**src/capm_pkg.sv**
```systemverilog
// shared types and constants for the complex average power meter
package capm_pkg;

  localparam int SAMPLE_WIDTH = 16;
  localparam int COUNT_WIDTH  = 32;
  localparam int IN_WIDTH     = 16;
  localparam int OUT_WIDTH    = 32;
  localparam int ENERGY_WIDTH = 2 * SAMPLE_WIDTH;
  localparam int SUM_WIDTH    = 64;

  localparam int QUEUE_DEPTH  = 4;
  localparam int QPTR_WIDTH   = $clog2(QUEUE_DEPTH);
  localparam int QLEVEL_WIDTH = $clog2(QUEUE_DEPTH + 1);

  localparam int DIV_STEPS    = SUM_WIDTH;
  localparam int STEP_WIDTH   = $clog2(DIV_STEPS);

  localparam int ADDR_WIDTH   = 3;
  localparam int DATA_WIDTH   = 32;
  localparam int IDX_WIDTH    = ADDR_WIDTH - 2;
  localparam int REG_MEMORY_IDX = 0;

  typedef struct packed {
    logic [SUM_WIDTH-1:0]   energy;
    logic [COUNT_WIDTH-1:0] count;
    logic                   saturated;
  } div_job_t;

  typedef struct packed {
    logic     push;
    div_job_t job;
  } queue_wr_t;

  typedef enum logic [1:0] {
    DIV_IDLE,
    DIV_RUN,
    DIV_DONE
  } div_state_t;

endpackage

```
**src/capm_front.sv**
```systemverilog
// front end: squares samples, accumulates energy and count, queues block totals
module capm_front (
  input  logic                             clk,
  input  logic                             rst,
  input  logic                             in_valid,
  output logic                             in_stall,
  input  logic [capm_pkg::IN_WIDTH-1:0]    sample_i,
  input  logic [capm_pkg::IN_WIDTH-1:0]    sample_q,
  input  logic                             last_in_block,
  input  logic                             memory_across_blocks,
  input  logic [capm_pkg::QLEVEL_WIDTH-1:0] queue_level,
  output capm_pkg::queue_wr_t              queue_wr
);
  import capm_pkg::*;

  logic signed [SAMPLE_WIDTH-1:0]   si;
  logic signed [SAMPLE_WIDTH-1:0]   sq;
  logic signed [ENERGY_WIDTH-1:0]   sq_i;
  logic signed [ENERGY_WIDTH-1:0]   sq_q;
  logic [ENERGY_WIDTH-1:0]          energy_in;
  logic                             in_accept;

  logic                             a_valid;
  logic                             a_last;
  logic [ENERGY_WIDTH-1:0]          a_energy;

  logic [SUM_WIDTH-1:0]             energy_sum;
  logic [COUNT_WIDTH-1:0]           sample_total;
  logic                             block_start_pending;
  logic                             saturated_flag;

  logic                             start_clear;
  logic [SUM_WIDTH-1:0]             e_base;
  logic [COUNT_WIDTH-1:0]           c_base;
  logic                             s_base;
  logic [SUM_WIDTH:0]               sum_ext;
  logic [SUM_WIDTH-1:0]             energy_sum_next;
  logic [COUNT_WIDTH-1:0]           sample_total_next;
  logic                             saturated_flag_next;

  assign si = sample_i[SAMPLE_WIDTH-1:0];
  assign sq = sample_q[SAMPLE_WIDTH-1:0];
  assign sq_i = si * si;
  assign sq_q = sq * sq;
  assign energy_in = $unsigned(sq_i) + $unsigned(sq_q);

  // hold off while a block end could find the queue full
  assign in_stall = (queue_level == QLEVEL_WIDTH'(QUEUE_DEPTH)) ||
                    ((queue_level == QLEVEL_WIDTH'(QUEUE_DEPTH - 1)) && a_valid && a_last);
  assign in_accept = in_valid && !in_stall;

  always_ff @(posedge clk) begin
    if (rst) begin
      a_valid <= 1'b0;
    end else begin
      a_valid <= in_accept;
    end
  end

  always_ff @(posedge clk) begin
    if (in_accept) begin
      a_energy <= energy_in;
      a_last   <= last_in_block;
    end
  end

  always_comb begin
    start_clear = block_start_pending && !memory_across_blocks;
    e_base = start_clear ? '0 : energy_sum;
    c_base = start_clear ? '0 : sample_total;
    s_base = start_clear ? 1'b0 : saturated_flag;
    sum_ext = {1'b0, e_base} + (SUM_WIDTH + 1)'(a_energy);
    if (c_base != '1) begin
      energy_sum_next     = sum_ext[SUM_WIDTH] ? '1 : sum_ext[SUM_WIDTH-1:0];
      sample_total_next   = c_base + COUNT_WIDTH'(1);
      saturated_flag_next = s_base;
    end else begin
      // counter full: sample dropped
      energy_sum_next     = e_base;
      sample_total_next   = c_base;
      saturated_flag_next = 1'b1;
    end
  end

  always_ff @(posedge clk) begin
    if (rst) begin
      energy_sum          <= '0;
      sample_total        <= '0;
      block_start_pending <= 1'b1;
      saturated_flag      <= 1'b0;
    end else if (a_valid) begin
      energy_sum          <= energy_sum_next;
      sample_total        <= sample_total_next;
      block_start_pending <= a_last;
      saturated_flag      <= saturated_flag_next;
    end
  end

  assign queue_wr.push          = a_valid && a_last;
  assign queue_wr.job.energy    = energy_sum_next;
  assign queue_wr.job.count     = sample_total_next;
  assign queue_wr.job.saturated = saturated_flag_next;

endmodule

```
**src/capm_queue.sv**
```systemverilog
// short queue of block totals between the accumulator and the divider
module capm_queue (
  input  logic                              clk,
  input  logic                              rst,
  input  capm_pkg::queue_wr_t               queue_wr,
  input  logic                              pop,
  output logic                              job_valid,
  output capm_pkg::div_job_t                job,
  output logic [capm_pkg::QLEVEL_WIDTH-1:0] level
);
  import capm_pkg::*;

  div_job_t                entries [QUEUE_DEPTH];
  logic [QPTR_WIDTH-1:0]   wr_ptr;
  logic [QPTR_WIDTH-1:0]   rd_ptr;

  always_ff @(posedge clk) begin
    if (queue_wr.push) begin
      entries[wr_ptr] <= queue_wr.job;
    end
  end

  always_ff @(posedge clk) begin
    if (rst) begin
      wr_ptr <= '0;
      rd_ptr <= '0;
      level  <= '0;
    end else begin
      if (queue_wr.push) begin
        wr_ptr <= (wr_ptr == QPTR_WIDTH'(QUEUE_DEPTH - 1)) ? '0 : wr_ptr + QPTR_WIDTH'(1);
      end
      if (pop) begin
        rd_ptr <= (rd_ptr == QPTR_WIDTH'(QUEUE_DEPTH - 1)) ? '0 : rd_ptr + QPTR_WIDTH'(1);
      end
      if (queue_wr.push && !pop) begin
        level <= level + QLEVEL_WIDTH'(1);
      end else if (pop && !queue_wr.push) begin
        level <= level - QLEVEL_WIDTH'(1);
      end
    end
  end

  assign job_valid = (level != '0);
  assign job       = entries[rd_ptr];

  a_no_overflow: assert property (@(posedge clk) disable iff (rst)
    queue_wr.push |-> (level != QLEVEL_WIDTH'(QUEUE_DEPTH)))
    else $error("block total written into a full queue");

  a_no_underflow: assert property (@(posedge clk) disable iff (rst)
    pop |-> (level != '0))
    else $error("read from an empty queue");

endmodule

```
**src/capm_div.sv**
```systemverilog
// back end: bit-serial 64/32 divider and result register
module capm_div (
  input  logic                           clk,
  input  logic                           rst,
  input  logic                           job_valid,
  input  capm_pkg::div_job_t             job,
  output logic                           pop,
  output logic                           out_valid,
  input  logic                           out_stall,
  output logic [capm_pkg::OUT_WIDTH-1:0] avg_power,
  output logic [capm_pkg::OUT_WIDTH-1:0] samples_counted,
  output logic                           count_saturated
);
  import capm_pkg::*;

  div_state_t              state;
  div_state_t              state_next;
  logic                    step;
  logic                    load_out;

  logic [SUM_WIDTH-1:0]    dq;
  logic [COUNT_WIDTH-1:0]  rem;
  logic [COUNT_WIDTH-1:0]  divisor;
  logic                    job_sat;
  logic [STEP_WIDTH-1:0]   step_cnt;
  logic                    last_step;

  logic [COUNT_WIDTH:0]    trial;
  logic [COUNT_WIDTH:0]    diff;
  logic                    fits;
  logic [OUT_WIDTH-1:0]    quotient;

  assign last_step = (step_cnt == STEP_WIDTH'(DIV_STEPS - 1));

  always_comb begin
    state_next = state;
    case (state)
      DIV_IDLE: if (job_valid) state_next = DIV_RUN;
      DIV_RUN:  if (last_step) state_next = DIV_DONE;
      DIV_DONE: if (!out_valid || !out_stall) state_next = DIV_IDLE;
      default:  state_next = DIV_IDLE;
    endcase
  end

  always_comb begin
    pop      = 1'b0;
    step     = 1'b0;
    load_out = 1'b0;
    case (state)
      DIV_IDLE: pop = job_valid;
      DIV_RUN:  step = 1'b1;
      DIV_DONE: load_out = !out_valid || !out_stall;
      default:  pop = 1'b0;
    endcase
  end

  always_ff @(posedge clk) begin
    if (rst) begin
      state <= DIV_IDLE;
    end else begin
      state <= state_next;
    end
  end

  // restoring division, one quotient bit per cycle shifted into dq
  always_comb begin
    trial = {rem, dq[SUM_WIDTH-1]};
    diff  = trial - {1'b0, divisor};
    fits  = (trial >= {1'b0, divisor});
  end

  always_ff @(posedge clk) begin
    if (pop) begin
      dq       <= job.energy;
      rem      <= '0;
      divisor  <= job.count;
      job_sat  <= job.saturated;
      step_cnt <= '0;
    end else if (step) begin
      dq       <= {dq[SUM_WIDTH-2:0], fits};
      rem      <= fits ? diff[COUNT_WIDTH-1:0] : trial[COUNT_WIDTH-1:0];
      step_cnt <= step_cnt + STEP_WIDTH'(1);
    end
  end

  always_comb begin
    if (divisor == '0) begin
      quotient = '0;
    end else if (|dq[SUM_WIDTH-1:OUT_WIDTH]) begin
      quotient = '1;
    end else begin
      quotient = dq[OUT_WIDTH-1:0];
    end
  end

  always_ff @(posedge clk) begin
    if (rst) begin
      out_valid <= 1'b0;
    end else if (load_out) begin
      out_valid <= 1'b1;
    end else if (!out_stall) begin
      out_valid <= 1'b0;
    end
  end

  always_ff @(posedge clk) begin
    if (load_out) begin
      avg_power       <= quotient;
      samples_counted <= OUT_WIDTH'(divisor);
      count_saturated <= job_sat;
    end
  end

  a_pop_starts: assert property (@(posedge clk) disable iff (rst)
    pop |=> (state == DIV_RUN))
    else $error("job taken without starting the divider");

  a_run_length: assert property (@(posedge clk) disable iff (rst)
    (state == DIV_RUN) && last_step |=> (state == DIV_DONE))
    else $error("divider did not finish after the last step");

  a_count_nonzero: assert property (@(posedge clk) disable iff (rst)
    job_valid |-> (job.count != '0))
    else $error("queued block has a zero sample count");

endmodule

```
**src/complex_average_power_meter.sv**
```systemverilog
// top level: config register, sample front end, queue and divider back end
// throughput: one sample per cycle while in_stall is low; block results are paced by
//   the 64-step bit-serial divider, with up to 4 block results queued ahead of it
// synchronous reset clears the totals, the queue and the divider, and sets memory on
module complex_average_power_meter (
  input  logic                             clk,
  input  logic                             rst,
  input  logic                             psel,
  input  logic                             penable,
  input  logic                             pwrite,
  input  logic [capm_pkg::ADDR_WIDTH-1:0]  paddr,
  input  logic [capm_pkg::DATA_WIDTH-1:0]  pwdata,
  output logic [capm_pkg::DATA_WIDTH-1:0]  prdata,
  output logic                             pready,
  input  logic                             in_valid,
  output logic                             in_stall,
  input  logic [capm_pkg::IN_WIDTH-1:0]    sample_i,
  input  logic [capm_pkg::IN_WIDTH-1:0]    sample_q,
  input  logic                             last_in_block,
  output logic                             out_valid,
  input  logic                             out_stall,
  output logic [capm_pkg::OUT_WIDTH-1:0]   avg_power,
  output logic [capm_pkg::OUT_WIDTH-1:0]   samples_counted,
  output logic                             count_saturated
);
  import capm_pkg::*;

  logic                     memory_across_blocks;
  logic                     cfg_write;
  logic [IDX_WIDTH-1:0]     reg_idx;
  queue_wr_t                queue_wr;
  logic [QLEVEL_WIDTH-1:0]  queue_level;
  logic                     job_valid;
  div_job_t                 job;
  logic                     pop;

  assign pready    = 1'b1;
  assign reg_idx   = paddr[ADDR_WIDTH-1:2];
  assign cfg_write = psel && penable && pwrite && pready;

  always_ff @(posedge clk) begin
    if (rst) begin
      memory_across_blocks <= 1'b1;
    end else if (cfg_write && (reg_idx == IDX_WIDTH'(REG_MEMORY_IDX))) begin
      memory_across_blocks <= pwdata[0];
    end
  end

  always_comb begin
    if (reg_idx == IDX_WIDTH'(REG_MEMORY_IDX)) begin
      prdata = {{(DATA_WIDTH - 1){1'b0}}, memory_across_blocks};
    end else begin
      prdata = '0;
    end
  end

  capm_front u_front (
    .clk                  (clk),
    .rst                  (rst),
    .in_valid             (in_valid),
    .in_stall             (in_stall),
    .sample_i             (sample_i),
    .sample_q             (sample_q),
    .last_in_block        (last_in_block),
    .memory_across_blocks (memory_across_blocks),
    .queue_level          (queue_level),
    .queue_wr             (queue_wr)
  );

  capm_queue u_queue (
    .clk       (clk),
    .rst       (rst),
    .queue_wr  (queue_wr),
    .pop       (pop),
    .job_valid (job_valid),
    .job       (job),
    .level     (queue_level)
  );

  capm_div u_div (
    .clk             (clk),
    .rst             (rst),
    .job_valid       (job_valid),
    .job             (job),
    .pop             (pop),
    .out_valid       (out_valid),
    .out_stall       (out_stall),
    .avg_power       (avg_power),
    .samples_counted (samples_counted),
    .count_saturated (count_saturated)
  );

endmodule

```
**config.mk**
```make
export PLATFORM = sky130hd
export DESIGN_NAME = complex_average_power_meter
export DESIGN_NICKNAME = d
export VERILOG_FILES = /design/src/capm_pkg.sv /design/src/capm_front.sv /design/src/capm_queue.sv /design/src/capm_div.sv /design/src/complex_average_power_meter.sv
export SDC_FILE = /design/constraint.sdc
export NUM_CORES = 2
export LEC_CHECK = 0
export BUFFER_PORTS_ARGS = -buffer_cell sky130_fd_sc_hd__buf_2
export CAP_MARGIN = 20
export CORE_ASPECT_RATIO = 2
export CORE_MARGIN = 2
export CORE_UTILIZATION = 60
export CTS_BUF_LIST = sky130_fd_sc_hd__clkbuf_8 sky130_fd_sc_hd__clkbuf_16
export DETAILED_ROUTE_END_ITERATION = 8
export PLACE_DENSITY = 0.76
export SLEW_MARGIN = 25
export SYNTH_ARGS = -nofsm -noshare
export SYNTH_HDL_FRONTEND = slang
export SYNTH_SLANG_ARGS = --single-unit
export TNS_END_PERCENT = 1
```
**constraint.sdc**
```tcl
create_clock -name clk -period 15.6 [get_ports clk]
set_input_delay 0 -clock clk [delete_from_list [all_inputs] [get_ports clk]]
set_output_delay 0 -clock clk [all_outputs]
set_load 0.005 [all_outputs]
```
==> summary.md <==
| Metric | Value |
|---|---|
| Outcome | finished clean |
| Initial DRC count | 1866 |
| Yosys warning count | 0 |
| Die X | 209 µm |
| Worst-path clk slew | 0.07 ns |
| Largest net degree at the start of global routing | 80 |
| Die Y | 414 µm |
| Setup TNS | 0 ns |
| I/O pin count | 175 |
| CTS Root Cell | clkbuf_16 |
| Synth Instances | 4437 |
| Tightest hold margin | 0.0836 ns |
| Fill cells | 6388 |
| Syn Area/Cell | 11.4 µm² |
| Crit share post-route | 53.9% |
| CORE AREA | 83500 µm² |
| Initial antenna violation count | 2 |
| Port bufs | 109 |
| CP required | 16.01 ns |
| CP arrival | 8.82 ns |
| Gpl congestion | 0.938 |
| Vias in the first global route | 35664 |
| First drt pass iteration count | 7 |
| CP max FO | 15 |
| Placed instance count | 5470 |
| Global-route wire length before repair | 187 mm |
| DR WL/cell | 21.0 µm |
| Commonest cells post-synth | 679 x inv_1, 583 x edfxtp_1, 553 x nand2_1 |
| Unrepaired setup endpoints after global routing | false |
| Via count | 32493 |
| Worst skew pair latency | 0.65 ns |
| CTS sink cnt | 733 |
| Final #Nets | 5297 |
| Rows | 150 |
| CTS Buf Count | 58 |
| Top cell type's share of synthesized area | 34.7% |
| Die area | 86600 µm² |
| CP Launch Type | primary input |
| Synth top area cells | edfxtp_1 35%, fa_1 21%, dfxtp_1 6.0% |
| Maximum clock path buffer count | 3 |
| Setup violators final | 0 |
| Asr flop ratio synth | 0% |
| F_max | 119 MHz |
| FF+latch count, synth | 733 |
| Routed WL | 117 mm |
| Synth Flop Type | edfxtp_1 |
| Layout Cells excl Fill | 5589 |
| Setup ws final | 7.19 ns |
| Final Skew | 0.0477 ns |
| Leading area contributor after synthesis | edfxtp_1 |
| Final hold vios | 0 |
| Max cap viols | 0 |
| DRT antenna net count | 0 |
| Yosys cell types | 83 |
| Sequential fraction of the synthesis area | 40.7% |
| Detailed placement HPWL | 89.1 mm |
| Slowest CP cell | and2_1 |
| CTS tree | built |
| Worst Tran Pin Value | 1.04 ns |
| Post-Syn Area | 50400 µm² |
| Layout cells sized above 1 | 8.62% |
| Post-layout minimum cycle time | 8.41 ns |
| Place WS | 6.88 ns |
| CP max stage delay | 0.82 ns |
| Total gr overflow | 0 |
| Most common cell in the netlist | inv_1 |
| Most used cell, CP | fa_1 |
| Critical path type | primary input to register |
| Slew Viols, Final | 0 |
| Number of synthesized flops with an enable pin | 583 |
| Worst setup EP type | register |
| Routed vias/inst | 5.81 |
| Residual DRC | 0 |
| Initial core utilization | 60.4% |
| H-tree levels | 2 |
| Total GRT Usage | 27.8% |
| Min-delay worst type | primary input to register |
| Slew headroom | 29.9% |
| P&R area growth vs syn | 6.93% |
[worst max-delay path, delay by kind of cell]
family                   cells  cell delay (ns)
AO/OA/AOI/OAI                9             2.39
XOR/XNOR                     1             0.22
buffers and inverters        6             1.01
adder cells (fa/ha/maj)      9             4.37
AND/OR/NAND/NOR              1             0.82
[stage by stage]
stage	utilization (%)	cell area [µm²]
final	64.6	53900
after global routing	64.6	53900
after CTS	64.6	53900
after detailed placement	62.1	51900
after global placement	62.1	51900
after floorplan	-	50600
[state kept, by name, indices dropped and copies added, names as in the netlist, named ones only]
name                         cells
u_div.dq                        64
u_div.rem                       32
u_queue.level                    3
u_div.count_saturated            1
u_div.samples_counted           32
u_front.sample_total            32
u_queue.entries                388
u_front.a_energy                32
u_div.step_cnt                   6
u_queue.wr_ptr                   2
u_front.a_valid                  1
u_div.divisor                   32
u_front.block_start_pending      1
u_div.out_valid                  1
u_div.state                      2
u_div.job_sat                    1
u_front.energy_sum              64
u_front.saturated_flag           1
u_front.a_last                   1
memory_across_blocks             1
u_div.avg_power                 32
u_queue.rd_ptr                   2
[cell type report]
class	count	area (µm²)	share of cell area (%)
Inverter	685	2570	4.77
Antenna cell	1	2.50	0.00464
Clock inverter	51	528	0.979
Timing Repair Buffer	147	857	1.59
Sequential cell	733	20500	38.0
Tap cell	1064	1330	2.47
Multi-Input combinational cell	2849	26700	49.4
Clock buffer	59	1470	2.72
[per-layer routing]
| metal | up-vias | wire length [µm] | GRT usage (%) |
|---|---|---|---|
| met4 | 2 | 9020 | 18.5 |
| li1 | 14844 | - | - |
| met3 | 378 | 4370 | 2.41 |
| met2 | 982 | 66000 | 54.2 |
| met5 | - | 13 | 0 |
| met1 | 16287 | 37900 | 27.4 |
[what timing repair did]
action	CTS	global route
setup buffers	0	0
hold buffers	8	0
gates resized for setup	0	0
endpoints found under the hold margin	25	0
[cell families (layout without fill, tap and decap cells)]
logic type,after synthesis,after routing,synth area share (%)
adders and majority gates,748,748,26.3
buffers and inverters,885,942,6.84
and+or+nand+nor,1238,1238,11.3
DFF,733,733,40.7
muxes,138,138,5.17
other,2,33,0.0149
AOI/OAI and AO/OA,517,517,6.71
xor gates and xnor gates,176,176,3.06
[final timing paths]
check	from	endpoint	slack, ns	cells past startpoint
max	sample_q[0]	u_front.a_energy[31]	7.19	26
min	sample_i[0]	u_front.a_energy[2]	0.08	3
max reg2reg	memory_across_blocks	u_queue.entries[2][96]	10.07	14
min reg2reg	u_div.job_sat	u_div.count_saturated	0.43	0
[cell usage in the layout (no fill, tap or decap), types with 44 or more instances in the layout]
master     instances
buf_2            108
o21a_1            48
fa_1             521
a21o_1            50
nand3_1           52
mux4_2            97
ha_1             227
inv_1            686
nor3_1            44
xor2_1            64
and2_1           124
nor2_1           261
dfxtp_1          147
edfxtp_1         583
o21ai_0          106
nand2_1          553
xnor2_1          112
clkbuf_16         58
a21oi_1          130
Power is not shown: default switching activity piles up to over one toggle a cycle in this logic, so the estimate is an artifact.
